## src/hw/rtl/fgne_pkg.sv

```systemverilog
package fgne_pkg;

    localparam int PIX_W       = 8;
    localparam int NPIX        = 9;
    localparam int CENTER_IDX  = 4;
    localparam int BOX_W       = 12;
    localparam int DEV_W       = 16;
    localparam int RESID_W     = 11;
    localparam int RSQ_W       = 22;
    localparam int MEAN_W      = 16;
    localparam int SIGMA_W     = 15;
    localparam int FLAT_W      = 13;
    localparam int LIMIT_W     = 15;
    localparam int THRESH_W    = 16;
    localparam int QUOT_W      = 28;
    localparam int MEAN_STEPS  = 16;
    localparam int SIG_STEPS   = 28;
    localparam int SQRT_STEPS  = 14;
    localparam int STEP_W      = 5;

    localparam int IN_TDATA_W  = 72;
    localparam int OUT_TDATA_W = 48;
    localparam int OUT_TUSER_W = 2;
    localparam int CFG_IDX_W   = 2;
    localparam int CFG_DATA_W  = 16;

    localparam logic [SIGMA_W-1:0]  SIGMA_SAT       = 15'd25600;
    localparam logic [LIMIT_W-1:0]  FLAT_LIMIT_RST  = 15'd486;
    localparam logic [THRESH_W-1:0] CUT_THRESH_RST  = 16'd4608;
    localparam logic [FLAT_W-1:0]   MIN_FLAT_RST    = 13'd8;

    typedef enum logic [CFG_IDX_W-1:0] {
        REG_FLAT_LIMIT = 2'd0,
        REG_CUT_THRESH = 2'd1,
        REG_MIN_FLAT   = 2'd2
    } cfg_reg_t;

    // controller to datapath
    typedef struct packed {
        logic accept_en;
        logic mean_load;
        logic div_step;
        logic sig_load;
        logic sqrt_load;
        logic sqrt_step;
        logic out_load;
    } dp_cmd_t;

    // datapath to controller
    typedef struct packed {
        logic last_acc;
        logic out_busy;
    } dp_status_t;

endpackage

```

## src/hw/rtl/fgne_ctrl.sv

```systemverilog
module fgne_ctrl (
    input  logic                 clk,
    input  logic                 rst_n,
    input  logic                 in_accept,
    input  logic                 in_last,
    input  fgne_pkg::dp_status_t status,
    output fgne_pkg::dp_cmd_t    cmd
);
    import fgne_pkg::*;

    typedef enum logic [8:0] {
        ST_ACC       = 9'b000000001,
        ST_DRAIN     = 9'b000000010,
        ST_MEAN_INIT = 9'b000000100,
        ST_MEAN_DIV  = 9'b000001000,
        ST_SIG_INIT  = 9'b000010000,
        ST_SIG_DIV   = 9'b000100000,
        ST_SQRT_INIT = 9'b001000000,
        ST_SQRT      = 9'b010000000,
        ST_DONE      = 9'b100000000
    } state_t;

    state_t            state_reg, state_next;
    logic [STEP_W-1:0] step_reg, step_next;

    always_comb
    begin
        state_next = state_reg;
        step_next  = step_reg;
        cmd        = '0;
        unique case (state_reg)
            ST_ACC:
            begin
                cmd.accept_en = 1'b1;
                if (in_accept && in_last)
                begin
                    state_next = ST_DRAIN;
                end
            end
            ST_DRAIN:
            begin
                if (status.last_acc)
                begin
                    state_next = ST_MEAN_INIT;
                end
            end
            ST_MEAN_INIT:
            begin
                cmd.mean_load = 1'b1;
                step_next     = STEP_W'(MEAN_STEPS - 1);
                state_next    = ST_MEAN_DIV;
            end
            ST_MEAN_DIV:
            begin
                cmd.div_step = 1'b1;
                step_next    = step_reg - 1'b1;
                if (step_reg == '0)
                begin
                    state_next = ST_SIG_INIT;
                end
            end
            ST_SIG_INIT:
            begin
                cmd.sig_load = 1'b1;
                step_next    = STEP_W'(SIG_STEPS - 1);
                state_next   = ST_SIG_DIV;
            end
            ST_SIG_DIV:
            begin
                cmd.div_step = 1'b1;
                step_next    = step_reg - 1'b1;
                if (step_reg == '0)
                begin
                    state_next = ST_SQRT_INIT;
                end
            end
            ST_SQRT_INIT:
            begin
                cmd.sqrt_load = 1'b1;
                step_next     = STEP_W'(SQRT_STEPS - 1);
                state_next    = ST_SQRT;
            end
            ST_SQRT:
            begin
                cmd.sqrt_step = 1'b1;
                step_next     = step_reg - 1'b1;
                if (step_reg == '0)
                begin
                    state_next = ST_DONE;
                end
            end
            ST_DONE:
            begin
                // hold until the previous result has left the output register
                if (!status.out_busy)
                begin
                    cmd.out_load = 1'b1;
                    state_next   = ST_ACC;
                end
            end
            default:
            begin
                state_next = ST_ACC;
            end
        endcase
    end

    always_ff @(posedge clk or negedge rst_n)
    begin
        if (!rst_n)
        begin
            state_reg <= ST_ACC;
            step_reg  <= '0;
        end
        else
        begin
            state_reg <= state_next;
            step_reg  <= step_next;
        end
    end

endmodule

```

## src/hw/rtl/fgne_dp.sv

```systemverilog
module fgne_dp #(
    parameter int MAX_WINDOWS = 4096
) (
    input  logic                                  clk,
    input  logic                                  rst_n,
    input  fgne_pkg::dp_cmd_t                     cmd,
    output fgne_pkg::dp_status_t                  status,
    input  logic                                  in_accept,
    input  logic [fgne_pkg::IN_TDATA_W-1:0]       in_data,
    input  logic                                  in_last,
    input  logic                                  cfg_we,
    input  logic [fgne_pkg::CFG_IDX_W-1:0]        cfg_idx,
    input  logic [fgne_pkg::CFG_DATA_W-1:0]       cfg_wdata,
    output logic                                  out_valid,
    input  logic                                  out_ready,
    output logic [fgne_pkg::OUT_TDATA_W-1:0]      out_data,
    output logic [fgne_pkg::OUT_TUSER_W-1:0]      out_user
);
    import fgne_pkg::*;

    localparam int CNT_W  = $clog2(MAX_WINDOWS + 1);
    localparam int CSUM_W = CNT_W + PIX_W;
    localparam int RES_W  = CNT_W + RSQ_W;
    localparam int DIV_W  = CNT_W + 7;
    localparam int REM_W  = DIV_W + 1;
    localparam int CMP_W  = (CNT_W > FLAT_W) ? CNT_W : FLAT_W;

    // configuration
    logic [LIMIT_W-1:0]  flat_limit_reg;
    logic [THRESH_W-1:0] cut_thresh_reg;
    logic [FLAT_W-1:0]   min_flat_reg;

    always_ff @(posedge clk or negedge rst_n)
    begin
        if (!rst_n)
        begin
            flat_limit_reg <= FLAT_LIMIT_RST;
            cut_thresh_reg <= CUT_THRESH_RST;
            min_flat_reg   <= MIN_FLAT_RST;
        end
        else if (cfg_we)
        begin
            unique case (cfg_idx)
                REG_FLAT_LIMIT: flat_limit_reg <= cfg_wdata[LIMIT_W-1:0];
                REG_CUT_THRESH: cut_thresh_reg <= cfg_wdata[THRESH_W-1:0];
                REG_MIN_FLAT:   min_flat_reg   <= cfg_wdata[FLAT_W-1:0];
                default:        ;
            endcase
        end
    end

    // window pipeline: box sum, deviations, flatness test and square
    logic                 s1_valid_reg, s2_valid_reg, s3_valid_reg;
    logic                 s1_last_reg, s2_last_reg, s3_last_reg;
    logic [PIX_W-1:0]     s1_pix_reg [NPIX];
    logic [BOX_W-1:0]     s1_box_reg;
    logic [BOX_W-1:0]     s2_dev_reg [NPIX];
    logic [PIX_W-1:0]     s2_center_reg, s3_center_reg;
    logic                 s3_flat_reg;
    logic [RSQ_W-1:0]     s3_rsq_reg;
    logic [BOX_W-1:0]     box_next;
    logic [BOX_W-1:0]     dev_next [NPIX];
    logic [DEV_W-1:0]     dev_sum;
    logic [RESID_W-1:0]   resid;

    always_comb
    begin
        box_next = '0;
        for (int i = 0; i < NPIX; i++)
        begin
            box_next = box_next + BOX_W'(in_data[i*PIX_W +: PIX_W]);
        end
    end

    always_comb
    begin
        logic [BOX_W-1:0] s9;
        for (int i = 0; i < NPIX; i++)
        begin
            s9 = {1'b0, s1_pix_reg[i], 3'b000} + BOX_W'(s1_pix_reg[i]);
            dev_next[i] = (s9 >= s1_box_reg) ? (s9 - s1_box_reg) : (s1_box_reg - s9);
        end
    end

    always_comb
    begin
        dev_sum = '0;
        for (int i = 0; i < NPIX; i++)
        begin
            dev_sum = dev_sum + DEV_W'(s2_dev_reg[i]);
        end
    end

    assign resid = s2_dev_reg[CENTER_IDX][RESID_W-1:0];

    always_ff @(posedge clk or negedge rst_n)
    begin
        if (!rst_n)
        begin
            s1_valid_reg <= 1'b0;
            s2_valid_reg <= 1'b0;
            s3_valid_reg <= 1'b0;
        end
        else
        begin
            s1_valid_reg <= in_accept;
            s2_valid_reg <= s1_valid_reg;
            s3_valid_reg <= s2_valid_reg;
        end
    end

    always_ff @(posedge clk)
    begin
        if (in_accept)
        begin
            for (int i = 0; i < NPIX; i++)
            begin
                s1_pix_reg[i] <= in_data[i*PIX_W +: PIX_W];
            end
            s1_box_reg  <= box_next;
            s1_last_reg <= in_last;
        end
        if (s1_valid_reg)
        begin
            s2_dev_reg    <= dev_next;
            s2_center_reg <= s1_pix_reg[CENTER_IDX];
            s2_last_reg   <= s1_last_reg;
        end
        if (s2_valid_reg)
        begin
            s3_flat_reg   <= ({1'b0, dev_sum} <= (DEV_W + 1)'(flat_limit_reg));
            s3_rsq_reg    <= RSQ_W'(resid) * RSQ_W'(resid);
            s3_center_reg <= s2_center_reg;
            s3_last_reg   <= s2_last_reg;
        end
    end

    // frame sums
    logic [CSUM_W-1:0] csum_reg;
    logic [CNT_W-1:0]  count_reg;
    logic [CNT_W-1:0]  flat_reg;
    logic [RES_W-1:0]  res_reg;
    logic [MEAN_W-1:0] prev_mean_reg;
    logic              have_prev_reg;

    assign status.last_acc = s3_valid_reg && s3_last_reg;

    always_ff @(posedge clk or negedge rst_n)
    begin
        if (!rst_n)
        begin
            csum_reg  <= '0;
            count_reg <= '0;
            flat_reg  <= '0;
            res_reg   <= '0;
        end
        else if (cmd.out_load)
        begin
            csum_reg  <= '0;
            count_reg <= '0;
            flat_reg  <= '0;
            res_reg   <= '0;
        end
        else if (s3_valid_reg && (count_reg < CNT_W'(MAX_WINDOWS)))
        begin
            csum_reg  <= csum_reg + CSUM_W'(s3_center_reg);
            count_reg <= count_reg + 1'b1;
            if (s3_flat_reg)
            begin
                res_reg  <= res_reg + RES_W'(s3_rsq_reg);
                flat_reg <= flat_reg + 1'b1;
            end
        end
    end

    // shared restoring divider, quotient known to fit QUOT_W bits
    logic [REM_W-1:0]  rem_reg;
    logic [QUOT_W-1:0] low_reg;
    logic [QUOT_W-1:0] quot_reg;
    logic [DIV_W-1:0]  divisor_reg;
    logic [MEAN_W-1:0] mean_reg;
    logic [REM_W-1:0]  trial;
    logic              trial_ok;

    assign trial    = {rem_reg[REM_W-2:0], low_reg[QUOT_W-1]};
    assign trial_ok = trial >= REM_W'(divisor_reg);

    always_ff @(posedge clk)
    begin
        if (cmd.mean_load)
        begin
            rem_reg     <= REM_W'(csum_reg[CSUM_W-1:PIX_W]);
            low_reg     <= {csum_reg[PIX_W-1:0], (QUOT_W - PIX_W)'(0)};
            divisor_reg <= DIV_W'(count_reg);
        end
        else if (cmd.sig_load)
        begin
            rem_reg     <= REM_W'(res_reg[RES_W-1:16]);
            low_reg     <= {res_reg[15:0], 12'd0};
            divisor_reg <= DIV_W'(flat_reg) * DIV_W'(81);
        end
        else if (cmd.div_step)
        begin
            rem_reg  <= trial_ok ? (trial - REM_W'(divisor_reg)) : trial;
            low_reg  <= {low_reg[QUOT_W-2:0], 1'b0};
            quot_reg <= {quot_reg[QUOT_W-2:0], trial_ok};
        end
        if (cmd.sig_load)
        begin
            mean_reg <= (count_reg == '0) ? '0 : quot_reg[MEAN_W-1:0];
        end
    end

    // bitwise integer square root
    logic [QUOT_W-1:0] sq_v_reg;
    logic [QUOT_W-1:0] sq_root_reg;
    logic [QUOT_W-1:0] sq_bit_reg;
    logic [QUOT_W:0]   sq_trial;
    logic              sq_ok;

    assign sq_trial = {1'b0, sq_root_reg} + {1'b0, sq_bit_reg};
    assign sq_ok    = {1'b0, sq_v_reg} >= sq_trial;

    always_ff @(posedge clk)
    begin
        if (cmd.sqrt_load)
        begin
            sq_v_reg    <= quot_reg;
            sq_root_reg <= '0;
            sq_bit_reg  <= QUOT_W'(1) << (QUOT_W - 2);
        end
        else if (cmd.sqrt_step)
        begin
            if (sq_ok)
            begin
                sq_v_reg    <= sq_v_reg - sq_trial[QUOT_W-1:0];
                sq_root_reg <= (sq_root_reg >> 1) + sq_bit_reg;
            end
            else
            begin
                sq_root_reg <= sq_root_reg >> 1;
            end
            sq_bit_reg <= sq_bit_reg >> 2;
        end
    end

    // result
    logic [SIGMA_W-1:0]  sigma;
    logic [MEAN_W-1:0]   mean_diff;
    logic                cut;
    logic                sig_valid;
    logic                out_valid_reg;
    logic [MEAN_W-1:0]   out_mean_reg;
    logic [SIGMA_W-1:0]  out_sigma_reg;
    logic [FLAT_W-1:0]   out_flat_reg;
    logic                out_sig_valid_reg;
    logic                out_cut_reg;

    always_comb
    begin
        if (flat_reg == '0)
        begin
            sigma = '0;
        end
        else if (sq_root_reg > QUOT_W'(SIGMA_SAT))
        begin
            sigma = SIGMA_SAT;
        end
        else
        begin
            sigma = sq_root_reg[SIGMA_W-1:0];
        end
    end

    assign mean_diff = (mean_reg >= prev_mean_reg) ? (mean_reg - prev_mean_reg)
                                                   : (prev_mean_reg - mean_reg);
    assign cut       = !have_prev_reg || (mean_diff >= cut_thresh_reg);
    assign sig_valid = CMP_W'(flat_reg) >= CMP_W'(min_flat_reg);

    assign status.out_busy = out_valid_reg && !out_ready;

    always_ff @(posedge clk or negedge rst_n)
    begin
        if (!rst_n)
        begin
            out_valid_reg <= 1'b0;
            prev_mean_reg <= '0;
            have_prev_reg <= 1'b0;
        end
        else if (cmd.out_load)
        begin
            out_valid_reg <= 1'b1;
            prev_mean_reg <= mean_reg;
            have_prev_reg <= 1'b1;
        end
        else if (out_ready)
        begin
            out_valid_reg <= 1'b0;
        end
    end

    always_ff @(posedge clk)
    begin
        if (cmd.out_load)
        begin
            out_mean_reg      <= mean_reg;
            out_sigma_reg     <= sigma;
            out_flat_reg      <= FLAT_W'(flat_reg);
            out_sig_valid_reg <= sig_valid;
            out_cut_reg       <= cut;
        end
    end

    assign out_valid = out_valid_reg;
    assign out_data  = {4'b0000, out_flat_reg, out_sigma_reg, out_mean_reg};
    assign out_user  = {out_cut_reg, out_sig_valid_reg};

endmodule

```

## src/hw/rtl/frame_grain_noise_estimator_top.sv

```systemverilog
// frame grain noise estimator
// s_axis carries one sampled 3x3 luma window per beat, tlast on the final
// window of a frame. windows are accumulated through a four stage pipeline;
// a frame ends with one beat on m_axis holding the mean luma, the noise sigma
// and its flags. non-last windows produce no output.
// throughput: one window per cycle inside a frame. after a tlast beat
// s_axis_tready stays low through a pipeline drain, a 16 step mean divide, a
// 28 step residual divide and a 14 step square root (each after its own
// load), and an output load, all on one shared shift-subtract divider and
// one root unit.
// the result sits in an output register, so the next frame streams in while
// it waits; if the sink still stalls when the following frame ends, the block
// holds that result and keeps s_axis_tready low until the register frees.
// cfg writes (index 0 flatness limit, 1 cut threshold, 2 minimum flat count)
// are always ready and must only happen between frames.
// reset clears all sums, restores register defaults and makes the next
// frame report a scene cut.
module frame_grain_noise_estimator_top #(
    parameter int MAX_WINDOWS = 4096
) (
    input  logic                                  clk,
    input  logic                                  rst_n,
    // pix_up_left, pix_up, pix_up_right, pix_left, pix_center, pix_right,
    // pix_down_left, pix_down, pix_down_right
    input  logic [fgne_pkg::IN_TDATA_W-1:0]       s_axis_tdata,
    input  logic                                  s_axis_tlast,
    input  logic                                  s_axis_tvalid,
    output logic                                  s_axis_tready,
    // mean_luma_q8, sigma_q6, flat_windows, zero pad
    output logic [fgne_pkg::OUT_TDATA_W-1:0]      m_axis_tdata,
    // sigma_valid, scene_cut
    output logic [fgne_pkg::OUT_TUSER_W-1:0]      m_axis_tuser,
    output logic                                  m_axis_tvalid,
    input  logic                                  m_axis_tready,
    input  logic                                  cfg_valid,
    output logic                                  cfg_ready,
    input  logic [fgne_pkg::CFG_IDX_W-1:0]        cfg_index,
    input  logic [fgne_pkg::CFG_DATA_W-1:0]       cfg_data
);
    import fgne_pkg::*;

    dp_cmd_t    cmd;
    dp_status_t status;
    logic       in_accept;

    assign s_axis_tready = cmd.accept_en;
    assign in_accept     = s_axis_tvalid && cmd.accept_en;
    assign cfg_ready     = 1'b1;

    fgne_ctrl u_ctrl (
        .clk       (clk),
        .rst_n     (rst_n),
        .in_accept (in_accept),
        .in_last   (s_axis_tlast),
        .status    (status),
        .cmd       (cmd)
    );

    fgne_dp #(
        .MAX_WINDOWS (MAX_WINDOWS)
    ) u_dp (
        .clk       (clk),
        .rst_n     (rst_n),
        .cmd       (cmd),
        .status    (status),
        .in_accept (in_accept),
        .in_data   (s_axis_tdata),
        .in_last   (s_axis_tlast),
        .cfg_we    (cfg_valid),
        .cfg_idx   (cfg_index),
        .cfg_wdata (cfg_data),
        .out_valid (m_axis_tvalid),
        .out_ready (m_axis_tready),
        .out_data  (m_axis_tdata),
        .out_user  (m_axis_tuser)
    );

endmodule
```

## config.mk

```make
export PLATFORM = sky130hd
export DESIGN_NAME = frame_grain_noise_estimator_top
export DESIGN_NICKNAME = d
export VERILOG_FILES = /design/src/hw/rtl/fgne_pkg.sv /design/src/hw/rtl/fgne_ctrl.sv /design/src/hw/rtl/fgne_dp.sv /design/src/hw/rtl/frame_grain_noise_estimator_top.sv
export SDC_FILE = /design/constraint.sdc
export NUM_CORES = 2
export LEC_CHECK = 0
export ABC_AREA = 1
export BUFFER_PORTS_ARGS = -buffer_cell sky130_fd_sc_hd__buf_2
export CAP_MARGIN = 15
export CORE_MARGIN = 2
export CORE_UTILIZATION = 40
export DETAILED_ROUTE_END_ITERATION = 8
export HOLD_SLACK_MARGIN = 0.02
export SYNTH_ARGS = -nofsm -noshare
export SYNTH_HDL_FRONTEND = slang
export SYNTH_SLANG_ARGS = --single-unit
```

## constraint.sdc

```tcl
create_clock -name clk -period 17.5 [get_ports clk]
set_clock_uncertainty 0.2 [all_clocks]
set_input_delay 1.75 -clock clk [delete_from_list [all_inputs] [get_ports clk]]
set_output_delay 1.75 -clock clk [all_outputs]
set_load 0.02 [all_outputs]
```

# Yosys cells after proc, flatten, opt, wreduce, memory -nomap -nowiden
# Memory sizes are Yosys's and may differ from the RTL's.
# Index checks and enable logic that the tools add are counted.
# op_classes
n_addsub	54
n_mul	2
magnitude_cmp	17
n_eq_ne	17
mux	54
bitwise	2
n_reduce_logical	32
# op_table
cell	count
subtractor 12 bit	18
2-to-1 mux 28 bit	7
adder 16 x 12 -> 16 bit	7
adder 11 x 8 -> 12 bit	9
>= comparator 12 bit	9
2-to-1 mux 12 bit	9
2-to-1 mux 35 bit	3
2-to-1 mux 13 bit	8
adder 12 x 8 -> 12 bit	7
one-hot mux 9 bit (9 select lines)	1
2-to-1 mux 9 bit	6
2-to-1 mux 21 bit	2
2-to-1 mux 19 bit	2
adder 35 x 22 -> 35 bit	1
>= comparator 16 bit	2
subtractor 16 bit	2
adder 28 x 27 -> 29 bit	1
>= comparator 28 x 29 -> 1 bit	1
adder 27 x 27 -> 28 bit	1
greater-than comparator 28 x 15 -> 1 bit, second input constant	1
subtractor 28 bit	1
adder 13 x 1 -> 13 bit, second input constant	2
zero test 13 bit	2
multiplier 11 x 11 -> 22 bit	1
other kinds (42)	75
# totals
reg_bits	539
ramBits	72
input_bits	96
output_inout_bits	53
elab_cells	229
memories	1
# memory_table
name	words	word_bits	rd	rd_ports_with_merged_regs	wr	line	source
u_dp.s1_pix_reg	9	8	9	0	9	fgne_dp.sv:55	logic [PIX_W-1:0] s1_pix_reg [NPIX];

# Depth between registers and ports, before layout
# depth
ltp_word	9
depth_mapped	35

# Modules after synthesis
# From an unflattened synthesis, not the netlist that was laid out.
# hier_totals
cells_unflattened	6689
area_unflattened_um2	53628.9
# by_module_without_submodules
mod	n_inst	cells_each	area_each_um2	seq_area_each_um2
fgne_dp	1	6519	52452.8	16532.1
fgne_ctrl	1	166	1157.4	351.6
frame_grain_noise_estimator_top	1	4	18.8	0.0

# Worst setup path before layout
# Ideal clock, no wire load.
# synth_path
path_type	input to register
startpoint	input s_axis_tdata[0] (netlist bit)
endpoint	register u_dp.s1_box_reg[10] (data pin)
arrival_time_ns	6.010
setup_slack_ns	11.033
stages	19
path_buffers	0
cell_sequence	ha_1 fa_1 nand3_1 nand2_1 a21oi_1 o21ai_0 xnor2_1 fa_1 fa_1 fa_1 fa_1 inv_1 ha_1 a21o_1 a21oi_1 nor2_1 o21ai_0 nand2_1 xor2_1
# synth_between
elab_chain_len	8
# synth_lines
element	line	source
start, declared	frame_grain_noise_estimator_top.sv:25	input logic [fgne_pkg::IN_TDATA_W-1:0] s_axis_tdata,
adder 8 x 8 -> 9 bit	fgne_dp.sv:71	box_next = box_next + BOX_W'(in_data[i*PIX_W +: PIX_W]);
adder 12 x 8 -> 12 bit (7 in a row)	fgne_dp.sv:71	
named net u_dp.box_next[10]	fgne_dp.sv:61	logic [BOX_W-1:0] box_next;
end signal, assigned	fgne_dp.sv:120	s1_box_reg <= box_next;
end, declared	fgne_dp.sv:56	logic [BOX_W-1:0] s1_box_reg;
# The timed path passes the listed nets, and every way through them passes these cells.
# A chain may end at the register's enable or synchronous reset.

# Final worst setup path
# layout_path
startpoint	register u_dp.s2_dev_reg[88] (netlist bit)
endpoint	register u_dp.s3_flat_reg (data pin)
# layout_between
elab_chain_len	9
# layout_lines
element	line	source
start, declared	fgne_dp.sv:57	logic [BOX_W-1:0] s2_dev_reg [NPIX];
start signal, assigned	fgne_dp.sv:125	s2_dev_reg <= dev_next;
adder 12 x 12 -> 13 bit	fgne_dp.sv:90	dev_sum = dev_sum + DEV_W'(s2_dev_reg[i]);
adder 16 x 12 -> 16 bit (7 in a row)	fgne_dp.sv:90	
<= comparator 16 x 15 -> 1 bit	fgne_dp.sv:131	s3_flat_reg <= ({1'b0, dev_sum} <= (DEV_W + 1)'(flat_limit_reg));
end signal, assigned	fgne_dp.sv:131	
end, declared	fgne_dp.sv:59	logic s3_flat_reg;
# No other way between the ends.

==> results_dict.tcl <==
set metrics [dict create \
    drc 0 \
    r2r_cells 33 \
    synth_area_um2 53780 \
    num_vias 44340 \
    worstSkewPairLatency_ps 700 \
    port_buffers 143 \
    clockBufferDepth 3 \
    critPathKind "register to register" \
    cts_buffers 77 \
    fmaxAchievable_mhz 150.8 \
    ant_nets 0 \
    crit_family "adder cells" \
    post-cts-setup-buffers 0 \
    fp.dieArea_um2 137400 \
    layout-drive-gt1-share 0.05997 \
    cts_resized 0 \
    use_met2 0.3843 \
    place_ws_ps 10410 \
    worst_pin_slew_ps 1073 \
    clock-root-buffer "clkbuf_16" \
    setup_tns_ps 0 \
    hold_path_depth 0 \
    firstDrtPassIters 6 \
    slew_viol_final 0 \
    fin_ws_ps 10870 \
    start_kind "register" \
    worst_path_most_repeated_cell "nand2_1" \
    nets 7702 \
    antenna_found_initial 2 \
    place_congestion 0.9305 \
    rows 134 \
    async_flop_share 0.2639 \
    cts_tree "yes" \
    period_share 0.3789 \
    grt_use_total 0.2256 \
    grt_setup_unrepaired "false" \
    largest_reg_flops 97 \
    min_path_type "register to register" \
    end_kind "register" \
    syn_to_final_growth_pct 9.388 \
    overflow 0 \
    synth_edf_count 385 \
    grt_max_degree 66 \
    met3_usage 0.02526 \
    slowest_stage "fa_1" \
    syn_area_per_cell_um2 8.033 \
    use_met1 0.2996 \
    crit_cells 33 \
    fin_crit_ps 6631 \
    synth_seq_cells 610 \
    avgRoutedWirePerCell_um 18.13 \
    syn_inst 6695 \
    finalSetupViolCount 0 \
    critPathBufInv 4 \
    routed_via_density 5.143 \
    clkTransAtPathRegs_ps 60 \
    htreeDepth 3 \
    postCtsHoldBufs 0 \
    core_um2 133500 \
    fp.dieW_um 370.7 \
    max_cap_viol_count 0 \
    synth_cell_types 69 \
    status "complete, no violations" \
    slowest_delay_ps 540 \
    drt_wl_total_um 156300 \
    cp.required_ps 17720 \
    grt_pass1_vias 42723 \
    fp.dieH_um 370.7 \
    ys_seq_area_frac 0.3139 \
    ys.flop_type "edfxtp_1" \
    crit_fanout 4 \
    drtIter0Drc 3578 \
    io-pin-count 149 \
    start_util 0.4030 \
    critPathArrivalTime_ps 6850 \
    ys_warn_count 0 \
    grt_busiest_layer "met2" \
    grt_pass1_wl_um 242100 \
    post-dp-hpwl_um 124300 \
    cts.sinks 610 \
    hold_viol_final 0 \
    relSlewSlack 0.2848 \
]
cell usage in the layout, fill, tap and decap left out, types with 34 or more instances in the layout:
master / n
nor3_1: 83
ha_1: 597
o22ai_1: 34
fa_1: 221
a21oi_1: 515
nand3_1: 262
clkbuf_16: 80
dfrtp_1: 150
o21ai_1: 48
nor2_1: 391
inv_1: 1195
xor2_1: 242
nand2_1: 1387
xnor2_1: 110
buf_2: 142
dfxtp_1: 64
o21bai_1: 45
o21ai_0: 397
nand4_1: 61
edfxtp_1: 385
final timing paths:
path                                                     from                               end  slack, ps
worst max-delay path            u_dp.s2_dev_reg[88]$_DFFE_PP_        u_dp.s3_flat_reg$_DFFE_PP_      10870
worst min-delay path              u_dp.s2_valid_reg$_DFF_PN0_       u_dp.s3_valid_reg$_DFF_PN0_        210
worst max register to register  u_dp.s2_dev_reg[88]$_DFFE_PP_        u_dp.s3_flat_reg$_DFFE_PP_      10870
worst min register to register    u_dp.s2_valid_reg$_DFF_PN0_       u_dp.s3_valid_reg$_DFF_PN0_        210
max in group asynchronous                               rst_n  u_dp.min_flat_reg[4]$_DFFE_PN0P_      14330
min in group asynchronous                               rst_n      u_dp.res_reg[32]$_DFFE_PN0P_        830
layout make-up:
cell class	instances	area, um^2
Multi-Input combinational cell	4701	31510
Tap cell	1768	2212
Sequential cell	610	16890
Clock buffer	104	2142
Timing Repair Buffer	176	969.7
Inverter	1222	4592
Fill cell	13498	74630
Clock inverter	40	514.2
Antenna cell	1	2.502
layer usage:
layer | vias to the layer above | share of wire
met4 | 0 | 0.030
met1 | 21036 | 0.45
li1 | 22035 | -
met5 | - | 0
met2 | 1065 | 0.47
met3 | 204 | 0.045
cell families after synthesis:
| kind of cell | share of synthesized area |
|---|---|
| AOI/OAI and AO/OA | 0.1287 |
| xor gates and xnor gates | 0.05733 |
| adders and majority gates | 0.2212 |
| buffers and inverters | 0.1008 |
| DFF | 0.3139 |
| muxes | 0.0009539 |
| other | 0.0001396 |
| and+or+nand+nor | 0.1771 |
per-stage QoR:
step | instance area [um^2] | cells | hold WS (ps) | util
2_1_floorplan | 53790 | 6698 | 200.3 | -
4_1_cts | 58830 | 8621 | 206.2 | 0.4408
3_3_place_gp | 56170 | 8477 | 192.2 | 0.4209
6_report | 58830 | 8622 | 207.4 | 0.4408
5_1_grt | 58830 | 8622 | 221.4 | 0.4408
3_5_place_dp | 56170 | 8477 | 193.5 | 0.4209
cell usage after synthesis (all sizes together) (23+ instances only):
cell type | instances | area share
a221oi | 33 | 0.0054
inv | 1221 | 0.085
o21ai | 453 | 0.043
a21o | 33 | 0.0046
buf | 78 | 0.0090
xnor2 | 110 | 0.018
ha | 597 | 0.14
dfrtp | 151 | 0.070
a31oi | 23 | 0.0027
o21bai | 45 | 0.0063
nand2 | 1402 | 0.099
xor2 | 242 | 0.039
dfxtp | 64 | 0.024
nand3 | 267 | 0.025
fa | 221 | 0.082
nor2 | 406 | 0.029
edfxtp | 385 | 0.21
clkbuf | 87 | 0.0064
a21oi | 516 | 0.048
nand4 | 62 | 0.0075
nor3 | 87 | 0.0086
o22ai | 34 | 0.0040
Power is not shown: default switching activity piles up to over one toggle a cycle in this logic, so the estimate is an artifact.
